==> config.mk <==
export PLATFORM = sky130hd
export DESIGN_NAME = c2d_ram
export DESIGN_NICKNAME = d
export VERILOG_FILES = /design/src/rtl/c2d_ram.sv
export SDC_FILE = /design/constraint.sdc
export NUM_CORES = 1
export LEC_CHECK = 0
export ABC_CLOCK_PERIOD_IN_PS = 5650
export BUFFER_PORTS_ARGS = -buffer_cell sky130_fd_sc_hd__clkbuf_2
export CAP_MARGIN = 20
export CORE_MARGIN = 1.5
export CORE_UTILIZATION = 50
export DETAILED_ROUTE_END_ITERATION = 8
export GPL_ROUTABILITY_DRIVEN = 1
export PLACE_DENSITY = 0.66
export SYNTH_ARGS = -nofsm -noshare
export SYNTH_HDL_FRONTEND = slang
export SYNTH_SLANG_ARGS = --single-unit
==> constraint.sdc <==
create_clock -name clk -period 5.65 [get_ports clk]
set_input_delay 1.13 -clock clk [delete_from_list [all_inputs] [get_ports clk]]
set_output_delay 1.13 -clock clk [all_outputs]
set_load 0.02 [all_outputs]
==> src/rtl/c2d_ram.sv <==
// Generic single-port-write, one-read RAM with registered read data.
module c2d_ram #(
  parameter int WIDTH = 16,
  parameter int DEPTH = 64
) (
  input  logic                     clk,
  input  logic                     we,
  input  logic [$clog2(DEPTH)-1:0] waddr,
  input  logic [WIDTH-1:0]         wdata,
  input  logic [$clog2(DEPTH)-1:0] raddr,
  output logic [WIDTH-1:0]         rdata
);
  logic [WIDTH-1:0] mem [DEPTH];

  always_ff @(posedge clk) begin
    if (we) begin
      mem[waddr] <= wdata;
    end
    rdata <= mem[raddr];
  end
endmodule

==> reports/results.ini <==
[power_and_ir_drop]
ir_drop_v = 0.0002404
leakagePower_nw = 14.36
power.density_nw_per_um2 = 359.2

[detailed_routing]
routed_wl_um = 92740
drt_iter0_drc = 2245
routed-via-count = 19040
drcViolationCount = 0
ant_nets = 0
routedWlPerCell_um = 29.75
routed_via_density = 6.107
drtPass1Iterations = 5

[setup_path]
criticalPathCategory = in2reg
cp_max_fo = 80
start_kind = primary input
worstPathArrival_ps = 4210
end_kind = flip-flop
required_ps = 6140

[clocking]
cts_tree = built
cts-hold-fix-buffers = 0
clk_transition_reported_paths_ps = 60
cts.sinks = 1040
numCtsBuffers = 103
clock-root-buffer = clkbuf_16
clk_latency_ps = 670
post_cts_buffers = 0
cts_resized = 0
htreeDepth = 3
clock_path_buffers = 3

[global_routing]
grt_overflow_total = 0
grt_pass1_wl_um = 134500
grt_max_degree = 95
grt_use_total_pct = 23.03
antenna_found_initial = 5
first_global_vias = 19010

[yosys]
syn_area_sq_um = 40040
synth_top_area_share_pct = 76.79
synth-seq-cells = 1040
synth_flop_cell = edfxtp_1
synth_top_cell_by_area = edfxtp_1
ys.warnings.count = 0
yosysUniqueCellTypes = 43
synthTopCellsByArea = edfxtp_1 (77%), mux4_2 (12%), mux2i_1 (2.1%)
synth-edff-count = 1024
async_flop_share_pct = 0
syn_avg_cell_area_sq_um = 21.89
synth_fp_nets = 1859
syn_inst = 1829
ys_seq_area_share_pct = 77.59

[placed_design]
gp_congestion = 0.8296
place_hpwl_um = 53810
numPlacedInstances = 2917
io_buffer_count = 45

[timing]
fmax_mhz = 268.5
setup_viol = 0
tightest_slew_ps = 1015
finalHoldViolations = 0
maxSlewHeadroom_pct = 32.02
finalCritPeriodShare_pct = 65.92
min_period_ps = 3725
finalSetupTns_ps = 0
slew_viol_final = 0
fin_skew_ps = 17.11
rsz0062_at_grt = no

[floorplan]
initial_core_util_pct = 50.60
core-area_sq_um = 79130
floorplan.rows = 103
die-area_sq_um = 81790
io_pins = 46
die_h_um = 286.0
fp.dieW_um = 286.0

[finish]
final_cell_mix = edfxtp_1 (1,024), mux4_2 (220), clkbuf_16 (104)
regArea_sq_um = 31070
multi_input_area_sq_um = 8287
drive_above_1_share_pct = 27.31
num-fill-cells = 5779
syn_to_final_growth_pct = 12.91
layout.nets = 2005
final_cells = 3117
final_common_cell = edfxtp_1

[run]
max_cap_viol_count = 0

[min_path]
hp-class = reg2reg

[run_status]
status = complete, no violations

where the power goes:
part | switching (mW) | leakage, nW | total, mW | internal, mW
combinational | 0.509 | 3.35 | 0.785 | 0.276
sequential | 0.0337 | 9.35 | 8.57 | 8.54
clock | 2.87 | 1.67 | 6.88 | 4.01
cell families (layout without fill, tap and decap cells):
group / Yosys count / count (layout) / share of synthesized area (%)
flip-flops: 1040 / 1040 / 77.59
multiplexers: 336 / 336 / 15.52
AND/OR/NAND/NOR: 220 / 220 / 2.647
AO/OA/AOI/OAI: 129 / 129 / 2.409
buffers and inverters: 104 / 340 / 1.831
other: 0 / 2 / 0
cell usage after synthesis, types with 5 or more instances:
master       n
edfxtp_1  1024
mux4_2     220
mux2i_1     85
nor2_1      72
nand2_1     59
a22oi_1     39
buf_2       36
nor2b_1     30
mux2_2      27
clkbuf_1    24
nand3_1     24
a21oi_1     17
buf_6       17
a221oi_1    16
dfxtp_1     16
buf_4       13
nand4_1     12
a211o_1      8
a211oi_1     8
a311oi_1     8
a31oi_1      8
a221o_1      6
a22o_1       6
a41oi_1      5
and4_1       5
buf_12       5
o21ai_0      5
metal layers:
layer	GRT usage, %	vias up	wire length (um)	share of wire, %
met4	6.085	8	2139	2.3
li1	-	7986	-	-
met1	32.99	10100	37930	41
met5	0	-	51	0.055
met2	36.77	830	45050	49
met3	4.290	117	7560	8.2
state kept, by name, summed over array words and instances (netlist names):
register	flops
mem	1024
rdata	16
stage by stage:
stage	util, %	instance area, sq um	power [mW]	hold WS [ps]	setup WS [ps]
after floorplan	-	40040	9.179	750.3	2485
after global placement	52.67	41680	9.511	820.4	1186
after detailed placement	52.76	41750	9.531	802.3	1181
after CTS	57.07	45160	16.34	816.3	1879
after global routing	57.13	45210	16.67	900.5	1777
final	57.14	45210	16.24	818.8	1925
area by class of cell:
class,count,share of cell area [%]
Clock inverter,69,1.649
Antenna cell,2,0.01107
Timing Repair Buffer,145,2.493
Tap cell,1050,2.906
Multi-Input combinational cell,685,18.33
Clock buffer,126,5.892
Sequential cell,1040,68.72
worst max-delay path, stage by stage:
cell      delay [ps]
buf_8            640
buf_12           480
mux4_2           570
mux2_2           280
a221oi_1         780
a311oi_1          80
worst paths after layout:
kind	startpoint	to	slack [ps]	depth (start not counted)
worst max-delay path	raddr[0]	rdata[11]	1930	6
worst min-delay path	mem[62][5]	rdata[5]	820	5
worst max register to register	mem[18][1]	rdata[1]	3330	5
worst min register to register	mem[62][5]	rdata[5]	820	5
(Power assumes the default switching activity.)
