<file path="src/rtl/c2d_pkg.sv">
// Package: shared types and constants for the 2D convolution engine.
package c2d_pkg;

  localparam int MAX_ROWS   = 1024;
  localparam int MAX_COLS   = 1024;
  localparam int MAX_KERNEL = 7;
  localparam int PIXEL_BITS = 16;
  localparam int RES_BITS   = 37;
  localparam int CS_DEPTH   = MAX_KERNEL * MAX_KERNEL;
  localparam int LS_DEPTH   = MAX_KERNEL * MAX_COLS;
  localparam int CS_AW      = $clog2(CS_DEPTH);
  localparam int LS_AW      = $clog2(LS_DEPTH);
  localparam int DIM_BITS   = 11;
  localparam int KER_BITS   = 3;

  localparam logic [1:0] CMD_COEF   = 2'd0;
  localparam logic [1:0] CMD_PIXEL  = 2'd1;
  localparam logic [1:0] CMD_FLUSH  = 2'd2;
  localparam logic [1:0] CMD_UNUSED = 2'd3;

  localparam logic [2:0] REG_MODE  = 3'd0;
  localparam logic [2:0] REG_ROWS  = 3'd1;
  localparam logic [2:0] REG_COLS  = 3'd2;
  localparam logic [2:0] REG_KROWS = 3'd3;
  localparam logic [2:0] REG_KCOLS = 3'd4;

  typedef enum logic [2:0] {
    ST_IDLE, ST_ADDR, ST_READ, ST_MUL, ST_ACC, ST_OUT
  } state_t;

  // Sequencer to datapath controls.
  typedef struct packed {
    logic clear;
    logic load;
    logic valid_tap;
  } mac_ctrl_t;

endpackage

</file>
<file path="src/rtl/c2d_mac.sv">
// Shared multiply-accumulate unit: one registered product, one accumulate a step.
module c2d_mac
  import c2d_pkg::*;
(
  input  logic                         clk,
  input  mac_ctrl_t                    ctrl,
  input  logic signed [PIXEL_BITS-1:0] pix,
  input  logic signed [PIXEL_BITS-1:0] coef,
  output logic signed [RES_BITS-1:0]   acc
);
  logic signed [2*PIXEL_BITS-1:0] prod_r;
  logic signed [RES_BITS-1:0]     acc_r;

  always_ff @(posedge clk) begin
    prod_r <= pix * coef;
    if (ctrl.clear) begin
      acc_r <= '0;
    end else if (ctrl.load && ctrl.valid_tap) begin
      acc_r <= acc_r + RES_BITS'(prod_r);
    end
  end

  assign acc = acc_r;
endmodule

</file>
<file path="config.mk">
export PLATFORM = sky130hd
export DESIGN_NAME = c2d_mac
export DESIGN_NICKNAME = d
export VERILOG_FILES = /design/src/rtl/c2d_pkg.sv /design/src/rtl/c2d_mac.sv
export SDC_FILE = /design/constraint.sdc
export NUM_CORES = 1
export LEC_CHECK = 0
export ABC_AREA = 1
export BUFFER_PORTS_ARGS = -buffer_cell sky130_fd_sc_hd__buf_4
export CAP_MARGIN = 40
export CELL_PAD_IN_SITES_DETAIL_PLACEMENT = 0
export CELL_PAD_IN_SITES_GLOBAL_PLACEMENT = 2
export CORE_AREA = 3 3 286 147
export CTS_BUF_LIST = sky130_fd_sc_hd__clkbuf_2 sky130_fd_sc_hd__clkbuf_4 sky130_fd_sc_hd__clkbuf_8
export CTS_CLUSTER_DIAMETER = 50
export DETAILED_ROUTE_END_ITERATION = 16
export DIE_AREA = 0 0 289 150
export PLACE_DENSITY = 0.8
export SETUP_SLACK_MARGIN = 0.02
export SKIP_CTS_REPAIR_TIMING = 1
export SLEW_MARGIN = 10
export SYNTH_ARGS = -nofsm -noshare
export SYNTH_HDL_FRONTEND = slang
export SYNTH_SLANG_ARGS = --single-unit
</file>
<file path="constraint.sdc">
create_clock -name clk -period 6.5 [get_ports clk]
set_input_delay 0.65 -clock clk [delete_from_list [all_inputs] [get_ports clk]]
set_output_delay 0.65 -clock clk [all_outputs]
set_load 0.02 [all_outputs]
</file>
==> metrics.cfg, run 1 <==
[placed_design]
placed_cell_area_um2=16100
hpwl_mm=40.0
dpl_worst_slack_ns=0.176
place_congestion=0.928
port_buffers=72

[setup_path]
critPathTopFamily=adder cells
cp_cell_sequence=buf_4 -> inv_1 -> or2_2 -> fa_1 -> fa_1 -> inv_1 -> fa_1 -> fa_1 -> fa_1 -> inv_1 -> fa_1 -> inv_1 -> ha_1 -> a21oi_1 -> a21boi_0 -> o21ai_0 -> nand2_1 -> nand3_1 -> xor2_1
critPathBufInv=5
reg2regPathDepth=15
critical_path_class=input pin to register
crit_top_cell=fa_1
cp.required_ns=6.79
r2r_end=acc[26]$_SDFFE_PP0P_
crit_path_start_kind=input pin
end_kind=register
r2r-start=acc[0]$_SDFFE_PP0P_
arrival_ns=6.35
crit_fanout=8
r2r_slack_ns=3.43
slowest_stage=a21boi_0
critical-path-max-stage-delay_ns=0.59

[sta]
worst_slew_pin_slew_ns=0.707
setup_viol=0
fmax_mhz=165
tns_ns=0
period_minus_slack_ns=6.06
hold_violations=0
finalCritPeriodShare_pct=93.2
rsz0062_at_grt=false
setup_ws_ns=0.439
maxSlewHeadroom_pct=52.8
slew_violations=0
clock_skew_ns=0.0129

[logic_synthesis]
syn_avg_cell_area_um2=7.30
yosys.area.top_type_share_pct=35.0
synth_top_area_cell=fa_1
ys.flop_type=dfxtp_1
yosys_register_bits=69
synth_top_family_by_area=adder cells
synth_compound_area_share_pct=6.18
synth_area_leaders=fa_1, inv_1, nand2_1
synth_xor_area_share_pct=2.79
synth-edff-count=0
seq_area_frac_synth_pct=9.18
synthDistinctLibCells=49
syn_area_um2=15000
synth-simple-area-share_pct=21.6
async_reset_ff_share_pct=0
synth.top_cells.by_count=inv_1, nand2_1, fa_1, nor2_1, ha_1
synthCells=2062
synth.area.mux_share_pct=0
yosys.cell_count.top_type=inv_1
synth_fa_ha_area_share_pct=44.8
yosys_warnings=0
synth_nets=2479

[cts]
cts_max_level=3
clockBufferDepth=2
cts_tree=built
insertion_delay_ns=0.39
cts_buffers=9
clock-sinks=69
path_clk_slew_ns=0.09
root_buffer=clkbuf_8

[floorplan]
die_w_um=289
die_h_um=150
boundaryPins=73
dieArea_um2=43400
coreArea_um2=39900
start_util_pct=37.7
rows=52

[routing]
vias_per_cell=4.69
route.detailed.drc=0
num_vias=12400
first_pass_iters=5
wl_per_cell_um=17.5
ant_nets=0
drt-initial-drc-count=924
wirelength_mm=46.0

[global_route]
grt_pass1_vias=12600
overflow=0
grt_pass1_wl_mm=73.9
grt_max_degree=52
antenna_found_initial=1
grtUsageTotal_pct=22.7

[worst_hold_path]
hold-path-endpoint=acc[0]$_SDFFE_PP0P_
hp-start=acc[0]$_SDFFE_PP0P_
hold_depth=2
hold_class=register to register

[finish]
nNetsFinal=2503
drive_above_1_share_pct=6.84
area_growth_pct=8.38
fin_area_um2=16300
nFillCells=4342

[status]
status=completed

[run]
max_cap_violations=0

-- kinds of logic after synthesis --
logic type | count (synthesis)
and+or+nand+nor | 795
buffers and inverters | 613
adders and majority gates | 381
AOI/OAI and AO/OA | 156
DFF | 69
xor gates and xnor gates | 48
-- metal layers --
| metal | part of all wire (%) | track usage, % |
|---|---|---|
| met1 | 56 | 38.6 |
| met3 | 9.2 | 5.92 |
| met5 | 0 | 0 |
| met4 | 0.38 | 1.76 |
| met2 | 34 | 28.4 |
-- cell usage in the layout (no fill, tap or decap), types with 3 or more instances in the layout --
| master | Yosys | layout |
|---|---|---|
| a21o_1 | 14 | 14 |
| a21oi_1 | 62 | 62 |
| a21oi_2 | 3 | 3 |
| a31oi_1 | 3 | 3 |
| buf_4 | 1 | 83 |
| bufinv_16 | 0 | 3 |
| clkbuf_8 | 1 | 9 |
| dfxtp_1 | 69 | 69 |
| fa_1 | 263 | 263 |
| ha_1 | 118 | 118 |
| inv_1 | 540 | 539 |
| inv_2 | 3 | 4 |
| nand2_1 | 501 | 501 |
| nand2_2 | 9 | 9 |
| nand3_1 | 56 | 56 |
| nand3_2 | 4 | 4 |
| nand4_1 | 23 | 23 |
| nor2_1 | 170 | 170 |
| nor2_2 | 10 | 10 |
| nor3_1 | 6 | 6 |
| o21ai_0 | 43 | 43 |
| o21ai_1 | 4 | 4 |
| o21bai_1 | 12 | 12 |
| or2_1 | 4 | 4 |
| or2_2 | 4 | 4 |
| xnor2_1 | 6 | 6 |
| xor2_1 | 42 | 42 |
-- through the flow --
step           cells  util, %  hold slack [ns]
6_report        2632     40.8            0.535
5_1_grt         2632     40.8            0.561
4_1_cts         2631     40.8            0.536
3_5_place_dp    2615     40.2            0.517
3_3_place_gp    2615     40.2            0.500
2_1_floorplan   2062        -            0.565
-- sequential cells by signal (all words and copies together) (netlist names) --
name	count
acc	37
prod_r	32
-- worst max-delay path by stage --
stage,endpoint,slack (ns),cells after the start,from
3_5_place_dp,prod_r[27]$_DFF_P_,0.18,19,pix[15]
6_report,prod_r[24]$_DFF_P_,0.44,19,coef[15]
3_3_place_gp,prod_r[29]$_DFF_P_,0.07,19,pix[15]
4_1_cts,prod_r[27]$_DFF_P_,0.57,19,pix[15]
5_1_grt,prod_r[24]$_DFF_P_,0.18,19,pix[10]
2_1_floorplan,prod_r[29]$_DFF_P_,0.69,19,coef[3]
-- worst min-delay path: cells and delay by family, from the launching register on --
kind / cells / cell delay [ns]
DFF: 1 / 0.34
and+or+nand+nor: 2 / 0.16
-- final cells by class --
cell class              count  area [µm²]  area share (%)
repair buffers             83         623            3.82
well taps                 540         676            4.14
multi-input cells        1380       11300            69.5
flip-flops and latches     69        1380            8.47
inverters                 543        2040            12.5
diodes                      1        2.50          0.0153
clock inverters             7         121           0.744
clock buffers               9         124           0.760
Power of run 1 is left out: the tool's default activity adds up to more than one toggle a clock period on the data nets, which glitch-free logic cannot reach.
==> run 2, diff against run 1 <==
PLACE_DENSITY = 0.79   (was 0.8)
==> run 2 against run 1 <==
  * Sequential share of layout area barely moved
  * Worst setup slack got worse by 0.027 ns
  * Register-to-register slack got worse by 0.02 ns
  * Non-clock buffer count fell by 4
  * Via count barely moved
  * Critical path depth did not move
  * Core utilization fell by 0.19 points
  * Final cell count fell by 0.15%
  * Final area fell by 0.48%
==> metrics.cfg, run 2 (synthesis gave the netlist of run 1 again) <==
[run]
max_cap_violations=0  ; unchanged

[floorplan]
start_util_pct=37.7  ; unchanged
rows=52  ; unchanged
boundaryPins=73  ; unchanged
coreArea_um2=39900  ; unchanged
die_w_um=289  ; unchanged
die_h_um=150  ; unchanged
dieArea_um2=43400  ; unchanged

[global_route]
grt_max_degree=52  ; unchanged
overflow=0  ; unchanged
grtUsageTotal_pct=22.6  ; -0.17 points
antenna_found_initial=1  ; unchanged
grt_pass1_wl_mm=73.4  ; -0.73%
grt_pass1_vias=12400  ; -1.7%

[sta]
tns_ns=0  ; unchanged
period_minus_slack_ns=6.09  ; +0.0271 ns
hold_violations=0  ; unchanged
setup_viol=0  ; unchanged
slew_violations=0  ; unchanged
finalCritPeriodShare_pct=93.7  ; +0.42 points
fmax_mhz=164  ; -0.45%
clock_skew_ns=0.0120  ; -0.000916 ns
maxSlewHeadroom_pct=50.2  ; -2.6 points
worst_slew_pin_slew_ns=0.742  ; +0.0349 ns
rsz0062_at_grt=false

[finish]
regArea_um2=1380  ; unchanged
nNetsFinal=2499  ; -0.16%
largest_reg_flops=37  ; unchanged
layout_common_cells=inv_1, nand2_1, fa_1
multiInputGateArea_um2=11300  ; unchanged
final_common_cell=inv_1
nFillCells=4267  ; -1.7%
area_growth_pct=7.87
drive_above_1_share_pct=6.66  ; -0.18 points

[cts]
clockBufferDepth=2  ; unchanged
path_clk_slew_ns=0.08  ; about the same
cts_max_level=3  ; unchanged
insertion_delay_ns=0.40  ; about the same
cts_tree=built
root_buffer=clkbuf_8
cts_buffers=9  ; unchanged
clock-sinks=69  ; unchanged

[setup_path]
cp.required_ns=6.80  ; about the same
critical-path-max-stage-delay_ns=0.87  ; +0.28 ns
r2r-start=acc[0]$_SDFFE_PP0P_
critical_path_class=input pin to register
end_kind=register
crit_fanout=16  ; +8
r2r_slack_ns=3.41  ; -0.02 ns
crit_top_cell=fa_1
crit_path_start_kind=input pin
cp_cell_sequence=buf_4 -> nand2_1 -> inv_1 -> fa_1 -> fa_1 -> fa_1 -> fa_1 -> fa_1 -> inv_1 -> fa_1 -> inv_1 -> ha_1 -> nand2_1 -> nor2_1 -> inv_1 -> nor2_1 -> nand3_1 -> nand3_1 -> xor2_1
slowest_stage=fa_1
arrival_ns=6.39  ; +0.04 ns
r2r_end=acc[26]$_SDFFE_PP0P_
reg2regPathDepth=15  ; unchanged

[routing]
wirelength_mm=46.1  ; +0.29%
vias_per_cell=4.70  ; +0.14%
first_pass_iters=5  ; unchanged
num_vias=12400  ; -0.0081%
wl_per_cell_um=17.6  ; +0.44%
ant_nets=0  ; unchanged
drt-initial-drc-count=913  ; -1.2%
route.detailed.drc=0  ; unchanged

[worst_hold_path]
hold_class=register to register
hold-path-endpoint=acc[0]$_SDFFE_PP0P_
hold_depth=2  ; unchanged
hp-start=acc[0]$_SDFFE_PP0P_

[placed_design]
port_buffers=72  ; unchanged
hpwl_mm=40.1  ; +0.12%
place_congestion=0.930  ; +0.27%

[status]
status=completed

## run 2: changes by cell type in the layout (fill, tap and decap cells not counted), sizes merged
cell	before	now
buf	83	79
bufinv	3	1
clkinv	3	4
clkinvlp	0	1
## run 2: layout make-up
cell class	count	share of cell area, %
antenna	1	0.0154
clock inverter	7	0.455
sequential	69	8.51
inverter	543	12.6
multi-input combinational	1380	69.9
clock buffer	9	0.763
tap	540	4.16
timing repair buffer	79	3.65
## run 2: worst max path at each step
stage                    endpoint  cells past startpoint    start
6_report       prod_r[24]$_DFF_P_                     19  pix[15]
5_1_grt        prod_r[24]$_DFF_P_                     19  pix[15]
4_1_cts        prod_r[24]$_DFF_P_                     19  pix[15]
3_5_place_dp   prod_r[27]$_DFF_P_                     19  pix[15]
3_3_place_gp   prod_r[27]$_DFF_P_                     19  pix[15]
2_1_floorplan  prod_r[29]$_DFF_P_                     19  coef[3]
## run 2: critical path, delay by kind of cell
| kind | cells | cell delay (ns) |
|---|---|---|
| buffers and inverters | 5 | 0.49 |
| adders and majority gates | 7 | 3.89 |
| xor gates and xnor gates | 1 | 0.24 |
| and+or+nand+nor | 6 | 1.11 |
## run 2: per-stage QoR
step | cell area [µm²] | setup WS (ns) | hold slack (ns) | utilization [%] | cells
detailed placement | 16000 | 0.107 | 0.507 | 40.1 | 2611
global placement | 16000 | 0.103 | 0.499 | 40.1 | 2611
finish | 16200 | 0.412 | 0.519 | 40.6 | 2628
global route | 16200 | 0.183 | 0.543 | 40.6 | 2628
floorplan | 15000 | 0.688 | 0.565 | - | 2062
CTS | 16200 | 0.495 | 0.523 | 40.6 | 2627
## run 2: metal layers
metal,vias up,global-route usage (%),routed length [µm]
met1,5994,39.3,26700
met3,14,4.70,3380
met5,-,0,0
li1,6069,-,-
met2,275,27.9,16000
met4,0,1.81,138
Power of run 2 is left out for the same reason.
==> run 3, diff against run 2 <==
CORE_AREA = 2 2 320 164   (was 3 3 286 147)
DIE_AREA = 0 0 322 166   (was 0 0 289 150)
PLACE_DENSITY = 0.64   (was 0.79)
==> run 3 against run 2 <==
  * Core utilization is 8.3 points lower
  * Critical endpoint is now prod_r[28]$_DFF_P_
  * Worst hold slack worse by 0.0031 ns
  * Clock skew is 0.0011 ns higher
  * Maximum frequency is 1.5% lower
  * Final area is 1.4% higher
==> metrics.cfg, run 3 (synthesis gave the netlist of run 1 again) <==
[status]
status=completed

[setup_path]
crit_path_start_kind=input pin
r2r_end=acc[26]$_SDFFE_PP0P_
arrival_ns=6.47  ; +0.08 ns
slowest_stage=a21boi_0
crit_fanout=14  ; -2
cp.required_ns=6.79  ; about the same
crit_top_cell=fa_1
end_kind=register
r2r_slack_ns=3.43  ; +0.02 ns
critical_path_class=input pin to register
r2r-start=acc[0]$_SDFFE_PP0P_
cp_cell_sequence=buf_4 -> inv_1 -> or2_2 -> fa_1 -> fa_1 -> inv_1 -> fa_1 -> fa_1 -> fa_1 -> inv_1 -> fa_1 -> inv_1 -> ha_1 -> a21oi_1 -> a21boi_0 -> o21ai_0 -> nand3_1 -> o211ai_1 -> buf_4 -> xor2_1
critical-path-max-stage-delay_ns=0.63  ; -0.24 ns
reg2regPathDepth=15  ; unchanged

[run]
max_cap_violations=0  ; unchanged

[sta]
period_minus_slack_ns=6.18  ; +0.0932 ns
setup_viol=0  ; unchanged
worst_slew_pin_slew_ns=0.739  ; -0.00220 ns
maxSlewHeadroom_pct=50.3  ; +0.15 points
hold_violations=0  ; unchanged
fmax_mhz=162  ; -1.5%
clock_skew_ns=0.0131  ; +0.00112 ns
slew_violations=0  ; unchanged
finalCritPeriodShare_pct=95.1  ; +1.4 points
rsz0062_at_grt=false

[floorplan]
die_h_um=166  ; +11%
dieArea_um2=53500  ; +23%
boundaryPins=73  ; unchanged
rows=59  ; +13%
coreArea_um2=50900  ; +28%
die_w_um=322  ; +11%
start_util_pct=29.5  ; -8.1 points

[global_route]
grt_max_degree=59  ; +13%
grt_pass1_wl_mm=79.7  ; +8.7%
grtUsageTotal_pct=19.8  ; -2.7 points
overflow=0  ; unchanged
grt_pass1_vias=13100  ; +5.6%
antenna_found_initial=0  ; -1

[cts]
insertion_delay_ns=0.41  ; about the same
cts_tree=built
clockBufferDepth=2  ; unchanged
clock-sinks=69  ; unchanged
path_clk_slew_ns=0.09  ; about the same
cts_buffers=9  ; unchanged
root_buffer=clkbuf_8
cts_max_level=3  ; unchanged

[worst_hold_path]
hold-path-endpoint=acc[36]$_SDFFE_PP0P_
hold_depth=2  ; unchanged
hp-start=acc[36]$_SDFFE_PP0P_
hold_class=register to register

[finish]
largest_reg_flops=37  ; unchanged
nFillCells=5558  ; +30%
drive_above_1_share_pct=6.79  ; +0.13 points
final_common_cell=inv_1
layout_common_cells=inv_1, nand2_1, fa_1
diodes=0  ; -1
fin_util_pct=32.3  ; -8.3 points
nNetsFinal=2503  ; +0.16%
area_growth_pct=9.37

[routing]
drt-initial-drc-count=1045  ; +14%
wirelength_mm=49.2  ; +6.6%
num_vias=12300  ; -0.23%
wl_per_cell_um=17.8  ; +1.5%
vias_per_cell=4.46  ; -5.0%
ant_nets=0  ; unchanged
first_pass_iters=5  ; unchanged
route.detailed.drc=0  ; unchanged

[placed_design]
hpwl_mm=42.8  ; +6.8%
place_congestion=0.881  ; -5.3%
port_buffers=72  ; unchanged

## run 3: cell count changes in the layout (fill, tap and decap cells not counted), moves of 2 or more
cell and delta:
buf_4 +4, clkinv_2 -2, clkbuf_8 +3, clkinv_4 -2
## run 3: stage by stage
step | instances | instance area (µm²) | hold WS [ns] | setup TNS, ns | setup WS [ns]
2_1_floorplan | 2062 | 15000 | 0.565 | 0 | 0.688
3_3_place_gp | 2746 | 16200 | 0.499 | -0.0281 | -0.0281
3_5_place_dp | 2746 | 16200 | 0.498 | 0 | 0.00294
4_1_cts | 2761 | 16500 | 0.519 | 0 | 0.451
5_1_grt | 2761 | 16500 | 0.546 | 0 | 0.143
6_report | 2761 | 16500 | 0.516 | 0 | 0.319
## run 3: routing by layer
layer	wire, µm	up-vias	GRT usage [%]
met2	16900	271	24.4
met5	0	-	0
met4	223	0	1.85
met1	28800	5962	34.5
li1	-	6076	-
met3	3290	15	4.16
## run 3: how the worst max path moves through the flow
stage / start / end / depth (start not counted)
floorplan: coef[3] / prod_r[29]$_DFF_P_ / 19
global placement: pix[15] / prod_r[24]$_DFF_P_ / 19
detailed placement: coef[15] / prod_r[28]$_DFF_P_ / 20
CTS: coef[15] / prod_r[28]$_DFF_P_ / 20
global route: pix[15] / prod_r[27]$_DFF_P_ / 19
finish: coef[15] / prod_r[28]$_DFF_P_ / 20
## run 3: cell type report
class                      count  area (µm²)  share of cell area, %
tap                          671         840                   5.10
sequential                    69        1380                   8.39
multi-input combinational   1380       11300                   68.9
inverter                     543        2040                   12.4
timing repair buffer          83         623                   3.79
clock inverter                 3        67.6                  0.411
clock buffer                  12         165                   1.00
## run 3: critical path: cells and delay by family
family	cells	cell delay [ns]
AND/OR/NAND/NOR	2	0.36
adder cells (fa/ha/maj)	7	3.15
buffers and inverters	6	0.88
XOR/XNOR	1	0.13
AO/OA/AOI/OAI	4	1.30
Power of run 3 is left out for the same reason.
